**config.mk**
```make
export PLATFORM = sky130hd
export DESIGN_NAME = utf8_glyph_index_mapper
export DESIGN_NICKNAME = d
export VERILOG_FILES = /design/src/hw/rtl/u8gim_pkg.sv /design/src/hw/rtl/u8gim_front.sv /design/src/hw/rtl/u8gim_queue.sv /design/src/hw/rtl/u8gim_back.sv /design/src/hw/rtl/utf8_glyph_index_mapper.sv
export SDC_FILE = /design/constraint.sdc
export NUM_CORES = 2
export LEC_CHECK = 0
export BUFFER_PORTS_ARGS = -buffer_cell sky130_fd_sc_hd__buf_2
export CORE_AREA = 2 2 397 399
export DETAILED_ROUTE_END_ITERATION = 10
export DIE_AREA = 0 0 399 401
export GPL_TIMING_DRIVEN = 0
export PLACE_DENSITY_LB_ADDON = 0.15
export RECOVER_POWER = 50
export SKIP_LAST_GASP = 1
export SYNTH_ARGS = -nofsm -noshare
export SYNTH_HDL_FRONTEND = slang
export SYNTH_SLANG_ARGS = --single-unit
```
**constraint.sdc**
```tcl
create_clock -name clock -period 6.14 [get_ports clock]
set_clock_uncertainty 0.2 [all_clocks]
set_input_delay 1.228 -clock clock [delete_from_list [all_inputs] [get_ports clock]]
set_output_delay 1.228 -clock clock [all_outputs]
set_load 0.05 [all_outputs]
```
**src/hw/rtl/u8gim_pkg.sv**
```systemverilog
// ----------------------------------------------------------------------------
// u8gim_pkg: shared types and constants of the UTF-8 glyph index mapper
// Queue entry layout, CSR map, lookup sequencer states.
// ----------------------------------------------------------------------------
package u8gim_pkg;

   localparam logic [15:0] QMARK = 16'h003F;

   // CSR map: byte address bit 2 selects the register word
   localparam int CSR_ADDR_W = 3;
   localparam logic REG_RANGE_COUNT = 1'b0;

   // Queue between decoder and lookup engine
   localparam int QUEUE_DEPTH = 2;
   localparam int QUEUE_AW    = 1;
   localparam int QUEUE_CW    = $clog2(QUEUE_DEPTH + 1);

   typedef enum logic {
      OP_LOAD   = 1'b0,
      OP_LOOKUP = 1'b1
   } op_type;

   // For OP_LOOKUP the code point travels in low
   typedef struct packed {
      op_type      op;
      logic [5:0]  slot;
      logic [15:0] low;
      logic [15:0] high;
   } entry_type;

   typedef struct packed {
      logic       clear;
      logic [6:0] count;
   } cfg_type;

   typedef enum logic [1:0] {
      ST_IDLE,
      ST_LOOK,
      ST_WALK,
      ST_EMIT
   } back_state_type;

endpackage

```
**src/hw/rtl/u8gim_front.sv**
```systemverilog
// ----------------------------------------------------------------------------
// u8gim_front: UTF-8 decoder
// Accepts requests, assembles code points and pushes load/lookup entries.
// ----------------------------------------------------------------------------
module u8gim_front (
   input  logic                  clock,
   input  logic                  reset,
   input  logic                  req_valid,
   output logic                  req_ready,
   input  logic                  req_kind,
   input  logic [5:0]            req_range_slot,
   input  logic [15:0]           req_range_low,
   input  logic [15:0]           req_range_high,
   input  logic [7:0]            req_text_byte,
   input  logic                  q_full,
   output logic                  q_push,
   output u8gim_pkg::entry_type  q_entry
);
   import u8gim_pkg::*;

   logic [1:0]  pending_ff, pending_in;
   logic [15:0] partial_ff, partial_in;
   logic        accept;
   logic        emit;
   logic [15:0] emit_cp;

   assign req_ready = ~q_full;
   assign accept    = req_valid & req_ready;

   always_comb begin
      pending_in = pending_ff;
      partial_in = partial_ff;
      emit       = 1'b0;
      emit_cp    = QMARK;
      if (accept && req_kind) begin
         if (req_text_byte == 8'h00) begin
            // end of text: drop partial sequence
            pending_in = 2'd0;
            partial_in = 16'h0000;
         end else if (pending_ff != 2'd0) begin
            partial_in = {partial_ff[9:0], req_text_byte[5:0]};
            pending_in = pending_ff - 2'd1;
            emit       = (pending_ff == 2'd1);
            emit_cp    = {partial_ff[9:0], req_text_byte[5:0]};
         end else if (req_text_byte[7] == 1'b0) begin
            emit    = 1'b1;
            emit_cp = {8'h00, req_text_byte};
         end else if (req_text_byte[7:5] == 3'b110) begin
            partial_in = {11'h000, req_text_byte[4:0]};
            pending_in = 2'd1;
         end else if (req_text_byte[7:4] == 4'b1110) begin
            partial_in = {12'h000, req_text_byte[3:0]};
            pending_in = 2'd2;
         end else begin
            emit    = 1'b1;
            emit_cp = QMARK;
         end
      end
   end

   always_comb begin
      q_push = accept & (~req_kind | emit);
      if (!req_kind) begin
         q_entry.op   = OP_LOAD;
         q_entry.slot = req_range_slot;
         q_entry.low  = req_range_low;
         q_entry.high = req_range_high;
      end else begin
         q_entry.op   = OP_LOOKUP;
         q_entry.slot = 6'd0;
         q_entry.low  = emit_cp;
         q_entry.high = 16'h0000;
      end
   end

   always_ff @(posedge clock) begin
      if (reset) begin
         pending_ff <= 2'd0;
         partial_ff <= 16'h0000;
      end else begin
         pending_ff <= pending_in;
         partial_ff <= partial_in;
      end
   end

endmodule

```
**src/hw/rtl/u8gim_queue.sv**
```systemverilog
// ----------------------------------------------------------------------------
// u8gim_queue: short entry queue
// Decouples the decoder from the lookup engine.
// ----------------------------------------------------------------------------
module u8gim_queue (
   input  logic                  clock,
   input  logic                  reset,
   input  logic                  push,
   input  u8gim_pkg::entry_type  push_entry,
   input  logic                  pop,
   output u8gim_pkg::entry_type  head_entry,
   output logic                  full,
   output logic                  empty
);
   import u8gim_pkg::*;

   entry_type               slots_ff [QUEUE_DEPTH];
   logic [QUEUE_AW-1:0]     wr_ptr_ff, rd_ptr_ff;
   logic [QUEUE_CW-1:0]     count_ff, count_in;

   assign full       = (count_ff == QUEUE_CW'(QUEUE_DEPTH));
   assign empty      = (count_ff == '0);
   assign head_entry = slots_ff[rd_ptr_ff];

   always_comb begin
      count_in = count_ff;
      if (push && !pop) begin
         count_in = count_ff + 1'b1;
      end else if (pop && !push) begin
         count_in = count_ff - 1'b1;
      end
   end

   always_ff @(posedge clock) begin
      if (reset) begin
         wr_ptr_ff <= '0;
         rd_ptr_ff <= '0;
         count_ff  <= '0;
      end else begin
         count_ff <= count_in;
         if (push) begin
            wr_ptr_ff <= wr_ptr_ff + 1'b1;
         end
         if (pop) begin
            rd_ptr_ff <= rd_ptr_ff + 1'b1;
         end
      end
   end

   always_ff @(posedge clock) begin
      if (push) begin
         slots_ff[wr_ptr_ff] <= push_entry;
      end
   end

   a_no_push_full: assert property (@(posedge clock) disable iff (reset)
      (full && !pop) |-> !push)
      else $error("queue push while full");
   a_no_pop_empty: assert property (@(posedge clock) disable iff (reset)
      empty |-> !pop)
      else $error("queue pop while empty");
   a_count_bound: assert property (@(posedge clock) disable iff (reset)
      count_ff <= QUEUE_CW'(QUEUE_DEPTH))
      else $error("queue count overflow");

endmodule

```
**src/hw/rtl/u8gim_back.sv**
```systemverilog
// ----------------------------------------------------------------------------
// u8gim_back: range table and glyph lookup engine
// Writes range entries, checks the one-range cache, walks the table.
// ----------------------------------------------------------------------------
module u8gim_back #(
   parameter int MAX_RANGES = 64
) (
   input  logic                  clock,
   input  logic                  reset,
   input  u8gim_pkg::cfg_type    cfg,
   input  logic                  q_empty,
   input  u8gim_pkg::entry_type  q_entry,
   output logic                  q_pop,
   output logic                  rsp_valid,
   input  logic                  rsp_ready,
   output logic [15:0]           rsp_glyph_index,
   output logic [15:0]           rsp_code_point,
   output logic                  rsp_substituted,
   output logic                  rsp_found
);
   import u8gim_pkg::*;

   localparam int AW = (MAX_RANGES > 1) ? $clog2(MAX_RANGES) : 1;
   localparam int CW = $clog2(MAX_RANGES + 1);

   back_state_type state_ff, state_in;

   logic [31:0]   range_mem [MAX_RANGES];
   logic [31:0]   rd_data_ff;
   logic          mem_we;
   logic [AW-1:0] mem_waddr;
   logic [AW-1:0] mem_raddr;

   logic          cache_valid_ff, cache_valid_in;
   logic [15:0]   cache_lo_ff, cache_lo_in;
   logic [15:0]   cache_hi_ff, cache_hi_in;
   logic [15:0]   cache_base_ff, cache_base_in;

   logic [15:0]   cp_ff, cp_in;
   logic          sub_ff, sub_in;
   logic [CW-1:0] rd_idx_ff, rd_idx_in;
   logic          vld_ff, vld_in;
   logic [15:0]   sum_ff, sum_in;
   logic [15:0]   res_idx_ff, res_idx_in;
   logic          res_found_ff, res_found_in;

   logic          rsp_valid_ff, rsp_valid_in;
   logic [15:0]   rsp_glyph_index_ff, rsp_glyph_index_in;
   logic [15:0]   rsp_code_point_ff, rsp_code_point_in;
   logic          rsp_substituted_ff, rsp_substituted_in;
   logic          rsp_found_ff, rsp_found_in;

   logic [10:0]   count_wide;
   logic [CW-1:0] n_eff;
   logic [15:0]   slot_wide;
   logic          slot_ok;
   logic [15:0]   key;
   logic [15:0]   rd_lo, rd_hi;
   logic          cache_hit;
   logic          walk_match;
   logic          walk_issue;
   logic          walk_miss;
   logic          retry_qmark;
   logic          out_free;

   // effective range count, clipped to table depth
   assign count_wide = {4'h0, cfg.count};
   assign n_eff      = (count_wide > 11'(MAX_RANGES)) ? CW'(MAX_RANGES) : count_wide[CW-1:0];

   assign slot_wide  = {10'h000, q_entry.slot};
   assign slot_ok    = ({10'h000, q_entry.slot} < 16'(MAX_RANGES));
   assign mem_waddr  = slot_wide[AW-1:0];
   assign mem_raddr  = rd_idx_ff[AW-1:0];

   assign key        = sub_ff ? QMARK : cp_ff;
   assign rd_lo      = rd_data_ff[15:0];
   assign rd_hi      = rd_data_ff[31:16];
   assign cache_hit  = cache_valid_ff && (key >= cache_lo_ff) && (key <= cache_hi_ff);
   assign walk_match = vld_ff && (key >= rd_lo) && (key <= rd_hi);
   assign walk_issue = (rd_idx_ff < n_eff);
   assign walk_miss  = !vld_ff && !walk_issue;
   assign retry_qmark = !sub_ff && (cp_ff != QMARK);
   assign out_free   = !rsp_valid_ff || rsp_ready;

   // next state
   always_comb begin
      state_in = state_ff;
      unique case (state_ff)
         ST_IDLE: begin
            if (!q_empty && q_entry.op == OP_LOOKUP) begin
               state_in = ST_LOOK;
            end
         end
         ST_LOOK: begin
            state_in = cache_hit ? ST_EMIT : ST_WALK;
         end
         ST_WALK: begin
            if (walk_match) begin
               state_in = ST_EMIT;
            end else if (walk_miss) begin
               state_in = retry_qmark ? ST_LOOK : ST_EMIT;
            end
         end
         ST_EMIT: begin
            if (out_free) begin
               state_in = ST_IDLE;
            end
         end
         default: state_in = ST_IDLE;
      endcase
   end

   // datapath and outputs
   always_comb begin
      q_pop              = 1'b0;
      mem_we             = 1'b0;
      cache_valid_in     = cache_valid_ff;
      cache_lo_in        = cache_lo_ff;
      cache_hi_in        = cache_hi_ff;
      cache_base_in      = cache_base_ff;
      cp_in              = cp_ff;
      sub_in             = sub_ff;
      rd_idx_in          = rd_idx_ff;
      vld_in             = vld_ff;
      sum_in             = sum_ff;
      res_idx_in         = res_idx_ff;
      res_found_in       = res_found_ff;
      rsp_valid_in       = rsp_valid_ff & ~rsp_ready;
      rsp_glyph_index_in = rsp_glyph_index_ff;
      rsp_code_point_in  = rsp_code_point_ff;
      rsp_substituted_in = rsp_substituted_ff;
      rsp_found_in       = rsp_found_ff;
      unique case (state_ff)
         ST_IDLE: begin
            if (!q_empty) begin
               q_pop = 1'b1;
               if (q_entry.op == OP_LOAD) begin
                  mem_we         = slot_ok;
                  cache_valid_in = 1'b0;
               end else begin
                  cp_in  = q_entry.low;
                  sub_in = 1'b0;
               end
            end
         end
         ST_LOOK: begin
            rd_idx_in = '0;
            vld_in    = 1'b0;
            sum_in    = 16'h0000;
            if (cache_hit) begin
               res_idx_in   = cache_base_ff + (key - cache_lo_ff);
               res_found_in = 1'b1;
            end
         end
         ST_WALK: begin
            vld_in = walk_issue;
            if (walk_issue) begin
               rd_idx_in = rd_idx_ff + 1'b1;
            end
            if (walk_match) begin
               res_idx_in     = sum_ff + (key - rd_lo);
               res_found_in   = 1'b1;
               cache_valid_in = 1'b1;
               cache_lo_in    = rd_lo;
               cache_hi_in    = rd_hi;
               cache_base_in  = sum_ff;
            end else if (vld_ff) begin
               sum_in = sum_ff + (rd_hi - rd_lo) + 16'h0001;
            end else if (walk_miss) begin
               if (retry_qmark) begin
                  sub_in = 1'b1;
               end else begin
                  res_idx_in   = 16'h0000;
                  res_found_in = 1'b0;
               end
            end
         end
         ST_EMIT: begin
            if (out_free) begin
               rsp_valid_in       = 1'b1;
               rsp_glyph_index_in = res_idx_ff;
               rsp_code_point_in  = cp_ff;
               rsp_substituted_in = sub_ff;
               rsp_found_in       = res_found_ff;
            end
         end
         default: ;
      endcase
      if (cfg.clear) begin
         cache_valid_in = 1'b0;
      end
   end

   always_ff @(posedge clock) begin
      if (reset) begin
         state_ff       <= ST_IDLE;
         cache_valid_ff <= 1'b0;
         vld_ff         <= 1'b0;
         rsp_valid_ff   <= 1'b0;
      end else begin
         state_ff       <= state_in;
         cache_valid_ff <= cache_valid_in;
         vld_ff         <= vld_in;
         rsp_valid_ff   <= rsp_valid_in;
      end
   end

   always_ff @(posedge clock) begin
      cache_lo_ff        <= cache_lo_in;
      cache_hi_ff        <= cache_hi_in;
      cache_base_ff      <= cache_base_in;
      cp_ff              <= cp_in;
      sub_ff             <= sub_in;
      rd_idx_ff          <= rd_idx_in;
      sum_ff             <= sum_in;
      res_idx_ff         <= res_idx_in;
      res_found_ff       <= res_found_in;
      rsp_glyph_index_ff <= rsp_glyph_index_in;
      rsp_code_point_ff  <= rsp_code_point_in;
      rsp_substituted_ff <= rsp_substituted_in;
      rsp_found_ff       <= rsp_found_in;
   end

   // range table: one write port, one registered read port
   always_ff @(posedge clock) begin
      if (mem_we) begin
         range_mem[mem_waddr] <= {q_entry.high, q_entry.low};
      end
   end

   always_ff @(posedge clock) begin
      rd_data_ff <= range_mem[mem_raddr];
   end

   assign rsp_valid       = rsp_valid_ff;
   assign rsp_glyph_index = rsp_glyph_index_ff;
   assign rsp_code_point  = rsp_code_point_ff;
   assign rsp_substituted = rsp_substituted_ff;
   assign rsp_found       = rsp_found_ff;

   a_load_clears_cache: assert property (@(posedge clock) disable iff (reset)
      (state_ff == ST_IDLE && q_pop && q_entry.op == OP_LOAD) |=> !cache_valid_ff)
      else $error("cache survived a range load");
   a_notfound_zero: assert property (@(posedge clock) disable iff (reset)
      (rsp_valid_ff && !rsp_found_ff) |-> (rsp_glyph_index_ff == 16'h0000))
      else $error("missing glyph with nonzero index");
   a_qmark_not_sub: assert property (@(posedge clock) disable iff (reset)
      (rsp_valid_ff && rsp_code_point_ff == QMARK) |-> !rsp_substituted_ff)
      else $error("question mark flagged as substituted");
   a_walk_bound: assert property (@(posedge clock) disable iff (reset)
      (state_ff == ST_WALK) |-> (rd_idx_ff <= n_eff))
      else $error("walk index past range count");

endmodule

```
**src/hw/rtl/utf8_glyph_index_mapper.sv**
```systemverilog
// ----------------------------------------------------------------------------
// utf8_glyph_index_mapper: UTF-8 decoder with code-range glyph lookup
// Top level: CSR block, decoder front end, entry queue and lookup engine.
// ----------------------------------------------------------------------------
// Usage:
//   The req_ channel carries either a range load (req_kind = 0: req_range_slot,
//   req_range_low, req_range_high) or one UTF-8 text byte (req_kind = 1).
//   Loads and finished code points are queued in order for the lookup engine.
//   Every finished code point gives one rsp_ result: glyph index, code point,
//   substitution flag and found flag. A zero byte ends the text, gives no
//   result and drops a partial sequence.
//   Set range_count through the csr_ port while the block is idle; a write
//   also clears the range cache.
// Lookup flow:
//   A lookup that hits the range cache passes ST_IDLE, ST_LOOK and ST_EMIT,
//   which registers the rsp_ result; only then is the next queued item taken.
//   A miss walks the range table one entry per cycle through its single read
//   port, min(range_count, MAX_RANGES) entries per pass; a fallback to '?'
//   adds a second pass. The decoder keeps taking bytes while the queue has room.
// Reset: clears decode state, cache, queue and output register; range table
//   contents stay undefined until loaded.
// Stall: a held rsp_ result blocks the lookup engine, then the queue fills
//   and req_ready drops.
// ----------------------------------------------------------------------------
module utf8_glyph_index_mapper #(
   parameter int MAX_RANGES = 64
) (
   input  logic                             clock,
   input  logic                             reset,
   // request channel
   input  logic                             req_valid,
   output logic                             req_ready,
   input  logic                             req_kind,
   input  logic [5:0]                       req_range_slot,
   input  logic [15:0]                      req_range_low,
   input  logic [15:0]                      req_range_high,
   input  logic [7:0]                       req_text_byte,
   // result channel
   output logic                             rsp_valid,
   input  logic                             rsp_ready,
   output logic [15:0]                      rsp_glyph_index,
   output logic [15:0]                      rsp_code_point,
   output logic                             rsp_substituted,
   output logic                             rsp_found,
   // configuration port
   input  logic                             csr_psel,
   input  logic                             csr_penable,
   input  logic                             csr_pwrite,
   input  logic [u8gim_pkg::CSR_ADDR_W-1:0] csr_paddr,
   input  logic [31:0]                      csr_pwdata,
   output logic [31:0]                      csr_prdata,
   output logic                             csr_pready
);
   import u8gim_pkg::*;

   logic [6:0] count_ff, count_in;
   logic       csr_wr;
   logic       clear_ff;
   cfg_type    cfg;

   logic       q_push, q_pop, q_full, q_empty;
   entry_type  push_entry, head_entry;

   // register write strobe; reg index is byte address bit 2
   assign csr_pready = 1'b1;
   assign csr_wr     = csr_psel & csr_penable & csr_pwrite & csr_pready
                       & (csr_paddr[2] == REG_RANGE_COUNT);
   assign count_in   = csr_wr ? csr_pwdata[6:0] : count_ff;

   always_comb begin
      csr_prdata = 32'h0000_0000;
      if (csr_paddr[2] == REG_RANGE_COUNT) begin
         csr_prdata = {25'h0000000, count_ff};
      end
   end

   // hold count; pulse a cache clear with each count write
   always_ff @(posedge clock) begin
      if (reset) begin
         count_ff <= 7'd0;
         clear_ff <= 1'b0;
      end else begin
         count_ff <= count_in;
         clear_ff <= csr_wr;
      end
   end

   assign cfg.count = count_ff;
   assign cfg.clear = clear_ff;

   u8gim_front u_front (
      .clock          (clock),
      .reset          (reset),
      .req_valid      (req_valid),
      .req_ready      (req_ready),
      .req_kind       (req_kind),
      .req_range_slot (req_range_slot),
      .req_range_low  (req_range_low),
      .req_range_high (req_range_high),
      .req_text_byte  (req_text_byte),
      .q_full         (q_full),
      .q_push         (q_push),
      .q_entry        (push_entry)
   );

   u8gim_queue u_queue (
      .clock      (clock),
      .reset      (reset),
      .push       (q_push),
      .push_entry (push_entry),
      .pop        (q_pop),
      .head_entry (head_entry),
      .full       (q_full),
      .empty      (q_empty)
   );

   u8gim_back #(
      .MAX_RANGES (MAX_RANGES)
   ) u_back (
      .clock           (clock),
      .reset           (reset),
      .cfg             (cfg),
      .q_empty         (q_empty),
      .q_entry         (head_entry),
      .q_pop           (q_pop),
      .rsp_valid       (rsp_valid),
      .rsp_ready       (rsp_ready),
      .rsp_glyph_index (rsp_glyph_index),
      .rsp_code_point  (rsp_code_point),
      .rsp_substituted (rsp_substituted),
      .rsp_found       (rsp_found)
   );

endmodule
```
# Word-level counts from Yosys, hierarchy flattened
# Memory sizes are Yosys's and may differ from the RTL's. A register that Yosys moved wholly into a read port is not among the register bits.
# Index checks and enable logic that the tools add are counted.
# W data, S select, Z words.
totals:
  ff_bits: 168
  output_inout_bits: 69
  romBits: 0
  mem_bits_rw: 2126
  memories: 2
  latchBits: 0
  inputBits: 89
op_classes:
  n_reduce_logical: 38
  muxes: 75
  shifts: 0
  mul: 0
  order_cmp: 6
  bitwise: 12
  addsub: 13
  n_div: 0
  n_eq_ne: 24
mem_list:
  columns: ["memory", "words", "width", "read_ports", "rd_ports_with_merged_regs", "wr", "line_no", "rtl"]
  rows:
  - ["u_back.range_mem", 64, 32, 1, 1, 1, "u8gim_back.sv:28", "logic [31:0] range_mem [MAX_RANGES];"]
  - ["u_queue.slots_ff", 2, 39, 1, 1, 1, "u8gim_queue.sv:17", "entry_type slots_ff [QUEUE_DEPTH];"]
ops:
  columns: ["op", "n"]
  rows:
  - ["$mux W16", 11]
  - ["$pmux W16 S2", 2]
  - ["$mux W10", 5]
  - ["$add A16 B16 Y16", 3]
  - ["$sub A16 B16 Y16", 3]
  - ["$mux W39", 1]
  - ["$mux W1", 34]
  - ["$ge A16 B16 Y1", 2]
  - ["$le A16 B16 Y1", 2]
  - ["$mux W7", 4]
  - ["$mux W2", 12]
  - ["$ne A2 B1 Y1 const B", 9]
  - ["$add A16 B1 Y16 const B", 1]
  - ["$ne A16 B6 Y1 const B", 1]
  - ["$pmux W7 S2", 1]
  - ["$reduce_and A3 Y1", 4]
  - ["$logic_and A1 B1 Y1", 10]
  - ["$logic_not A8 Y1", 1]
  - ["$ne A2 B2 Y1 const B", 4]
  - ["$pmux W1 S2", 4]
  - ["$pmux W2 S4", 1]
  - ["$reduce_bool A2 Y1", 4]
  - ["$add A7 B1 Y7 const B", 1]
  - ["$gt A7 B7 Y1 const B", 1]
  - ["other kinds (24)", 47]

# Depth between registers and ports, before layout
logic_depth:
  depth_word: 13
  depth_mapped: 14
  ltp_nobuf: 14

# Cells and area by module
# Synthesis repeated with hierarchy kept, for this count alone.
hier_totals:
  cells_unflattened: 4268
  hier_area_um2: 92982.9
by_module_without_submodules:
  columns: ["module", "cells_each", "area_each_um2", "instances", "seq_area_each_um2"]
  rows:
  - ["u8gim_back", 3924, 88343.5, 1, 66413.7]
  - ["u8gim_queue", 143, 3017.9, 1, 2442.3]
  - ["u8gim_front", 133, 1009.7, 1, 240.2]
  - ["utf8_glyph_index_mapper", 68, 611.8, 1, 160.2]

# Worst setup path after synthesis
# OpenSTA, ideal clock, no wires.
synth_timing:
  path_kind: "input -> register"
  start: "in req_text_byte[1]"
  end: "mem u_queue.slots_ff[0][0] (netlist name), enable pin"
  t_arrival_ps: 3635
  cell_stages: 6
  required_time_ps: 5500
  setup_time_ps: 440
  path_buffers: 0
  path_slack_ps: 1865
  cell_sequence: "nor3_1 nand2_1 nor2_1 o31ai_1 and3_1 nor2b_1"
synth_via:
  elab_chain_cells: 7
synth_rtl:
  columns: ["element", "line_no", "rtl"]
  rows:
  - ["start, declared", "utf8_glyph_index_mapper.sv:37", "input logic [7:0] req_text_byte,"]
  - ["$logic_not A8 Y1", "u8gim_front.sv:36", "if (req_text_byte == 8'h00) begin"]
  - ["$mux W1", "u8gim_front.sv:36", null]
  - ["$mux W1", "u8gim_front.sv:35", "if (accept && req_kind) begin"]
  - ["$or A1 B1 Y1", "u8gim_front.sv:62", "q_push = accept & (~req_kind | emit);"]
  - ["$and A1 B1 Y1", "u8gim_front.sv:62", null]
  - ["via q_push", "utf8_glyph_index_mapper.sv:61", "logic q_push, q_pop, q_full, q_empty;"]
  - ["$mux W1", "u8gim_queue.sv:51", "if (push) begin"]
  - ["$mux W1 (not written as such)", "u8gim_queue.sv:52", "slots_ff[wr_ptr_ff] <= push_entry;"]
  - ["end, declared", "u8gim_queue.sv:17", null]
# The timed path passes the listed nets, and every way through them passes these cells.

==> impl_metrics.toml <==
[job]
maxCapViolations = 40

[sta]
finalHoldViolCount = 0
tightest_slew_ns = 2.80
setup_violations = 0
finalMaxSlewViolations = 1859
slew_headroom = -0.863
timing.final.ws_setup_ns = 0.324
setup_tns_ns = 0
finalCriticalPeriod_ns = 5.82
rsz0062_at_grt = "false"
fmax_mhz = 172
period_share = 0.947

[placement]
dpl_cell_area_um2 = 98300
place_inst = 6517
hpwlAfterDp_mm = 156
dp_slack_ns = 0.567
portBuffers = 103
routabilityCongestion = 0.889

[clocking]
cts_setup_buffers = 0
numCtsBuffers = 223
cts_tree = "done"
htree_levels = 4
cts.path.max_buffers = 3
cts_sinks = 2327
root_buffer = "clkbuf_16"
post_cts_resized = 0
clk_latency_ns = 0.85
clkTransAtPathRegs_ns = 0.06
cts_hold_buf = 0

[route]
drt-initial-drc-count = 6152
wl_per_cell_um = 34.1
drcViolationCount = 0
detail-route-antenna-nets = 1
dr.pass1.iters = 5
avgViaCountPerCell = 6.57
vias = 45697
wirelength_mm = 237

[setup_path]
worst-setup-path-type = "reg -> reg"
worst_r2r_endpoint = "u_back.range_mem[51][3]"
r2r_cells = 4
critPathMaxStageDelay_ns = 2.15
cp_slowest_cell = "mux2_1"
cp.arrival_ns = 5.85
critPathLaunchType = "register"
worstPathMaxFanout = 65
cp-endpoint = "u_back.range_mem[51][3]"
crit_top_cell = "clkbuf_1"
required_ns = 6.17
end_kind = "register"
crit_chain = "clkbuf_1 -> clkbuf_1 -> clkbuf_1 -> mux2_1"
r2r_setup_slack_ns = 0.32

[synthesis]
synth_area_per_cell_um2 = 21.8
synthTopCellsByArea = "edfxtp_1 (73%), mux4_2 (16%), ha_1 (1.7%)"
synth_top_area_share = 0.733
yosysTopAreaCell = "edfxtp_1"
synth_edf_count = 2265
ys_seq_elements = 2327
yosys_warnings = 0
netlist_top_cells_count = "edfxtp_1 (2265), mux4_2 (672), inv_1 (181)"
ys_types = 68
synth_most_common_cell = "edfxtp_1"
synthFlopType = "edfxtp_1"
synth_area_um2 = 92800
async_flop_share = 0
synthCells = 4257
synth.yosys.seq_area_share = 0.746

[worst_hold_path]
whs_path_depth = 1
min_path_type = "reg -> reg"

[floorplanning]
die_h_um = 401
dieArea_um2 = 160000
die_w_um = 399
io_pins = 158
coreArea_um2 = 156000
rows = 145
floorplan.initialDensity = 0.596

[pwr]
power_density_nw_per_um2 = 464
peakVddDrop_mv = 0.308
power_leakage_nw = 33.9

[global_route]
grt_overflow = 0
grt_first_pass_wirelength_mm = 335
grtUsageTotal = 0.301
grt_pass1_vias = 45606
antenna_found_initial = 26
grt_max_degree = 66

[finish]
syn_to_final_growth_pct = 13.1
final_nets = 4944
fin_area_um2 = 105000
layout-drive-gt1-share = 0.258
regArea_um2 = 69300
instances_no_fill = 6951
multi_input_area_um2 = 22400
nFillCells = 9765

[outcome]
status = "finished, violations left"
violations = "antenna rules, capacitance limit, slew limit"
[how the worst min path moves through the flow]
| stage | from | end | slack [ns] |
|---|---|---|---|
| global placement | clear_ff | u_back.cache_valid_ff | 0.18 |
| detailed placement | clear_ff | u_back.cache_valid_ff | 0.19 |
| CTS | clear_ff | u_back.cache_valid_ff | 0.20 |
| finish | clear_ff | u_back.cache_valid_ff | 0.20 |
| floorplan | clear_ff | u_back.cache_valid_ff | 0.18 |
| global route | u_back.res_idx_ff[13] | u_back.rsp_glyph_index[13] | 0.23 |
[logic make-up after synthesis]
kind of cell               count (synthesis)  share of synthesized area
xor gates and xnor gates                  53                    0.00500
buffers and inverters                    383                     0.0176
AOI/OAI and AO/OA                        225                     0.0155
DFF                                     2327                      0.746
adders and majority gates                170                     0.0266
muxes                                    720                      0.169
and+or+nand+nor                          377                     0.0201
other                                      2                  0.0000809
[flip-flops by register name (all words and copies together) (netlist names), 2 cells and up, named ones only]
name                    flops
u_front.pending_ff          2
u_queue.count_ff            2
u_front.partial_ff         10
u_back.range_mem         2048
u_back.rd_data_ff          32
u_back.cache_lo_ff         16
u_back.cache_hi_ff         16
u_back.rsp_glyph_index     16
u_back.rsp_code_point      16
count_ff                    7
u_back.state_ff             2
u_back.rd_idx_ff            7
u_back.sum_ff              16
u_back.res_idx_ff          16
u_queue.slots_ff           78
u_back.cp_ff               16
u_back.cache_base_ff       16
[area by class of cell]
cell class | count | share of cell area
flip-flops and latches | 2327 | 0.660
multi-input cells | 1571 | 0.213
clock buffers | 285 | 0.0568
well taps | 2058 | 0.0245
repair buffers | 179 | 0.0191
clock inverters | 134 | 0.0108
plain buffers | 202 | 0.00913
inverters | 181 | 0.00647
diodes | 14 | 0.000334
[layout by cell type, fill, tap and decap left out, types with 15 or more instances in the layout]
master     count
bufinv_16     17
mux4_2       672
buf_1         27
buf_16        29
nor2b_1       44
xor2_1        26
o21ai_1       15
clkbuf_1     203
clkinv_1      60
o21ai_0       37
nand4_1       20
buf_12        34
nand2b_1      18
clkinv_2      40
nand2_1       76
conb_1        26
inv_1        180
buf_4         32
mux2_1        24
ha_1         125
clkbuf_16    227
edfxtp_1    2265
a21o_1        28
a21oi_1       63
dfxtp_1       62
nor2_1        59
buf_2         94
xnor2_1       27
nand3_1       32
nor2_4        52
fa_1          45
[routing by layer]
layer  vias to the layer above  share of wire  track usage
met4                        20          0.050        0.119
li1                      18495              -            -
met1                     24172           0.38        0.424
met5                         -        0.00062            0
met3                       467           0.11       0.0754
met2                      2543           0.47        0.461
[metrics by stage]
stage | hold slack [ns] | power (mW) | util
2_1_floorplan | 0.175 | 29.7 | -
3_3_place_gp | 0.182 | 35.1 | 0.617
3_5_place_dp | 0.193 | 35.6 | 0.631
4_1_cts | 0.200 | 48.8 | 0.677
5_1_grt | 0.227 | 50.4 | 0.674
6_report | 0.196 | 48.7 | 0.674
[critical path, delay by kind of cell (launching register included)]
kind     cells  cell delay, ns
mux          1            2.15
buf+inv      3            2.48
flops        1            0.31
[power by group]
part / leakage [nW] / internal [mW] / switching, mW / total, mW
Sequential: 21.0 / 19.5 / 0.341 / 19.8
Clock: 3.48 / 7.55 / 5.84 / 13.4
Combinational: 9.45 / 5.81 / 9.66 / 15.5
Total: 33.9 / 32.9 / 15.8 / 48.7
Note: power is estimated with default switching activity, not from simulation.
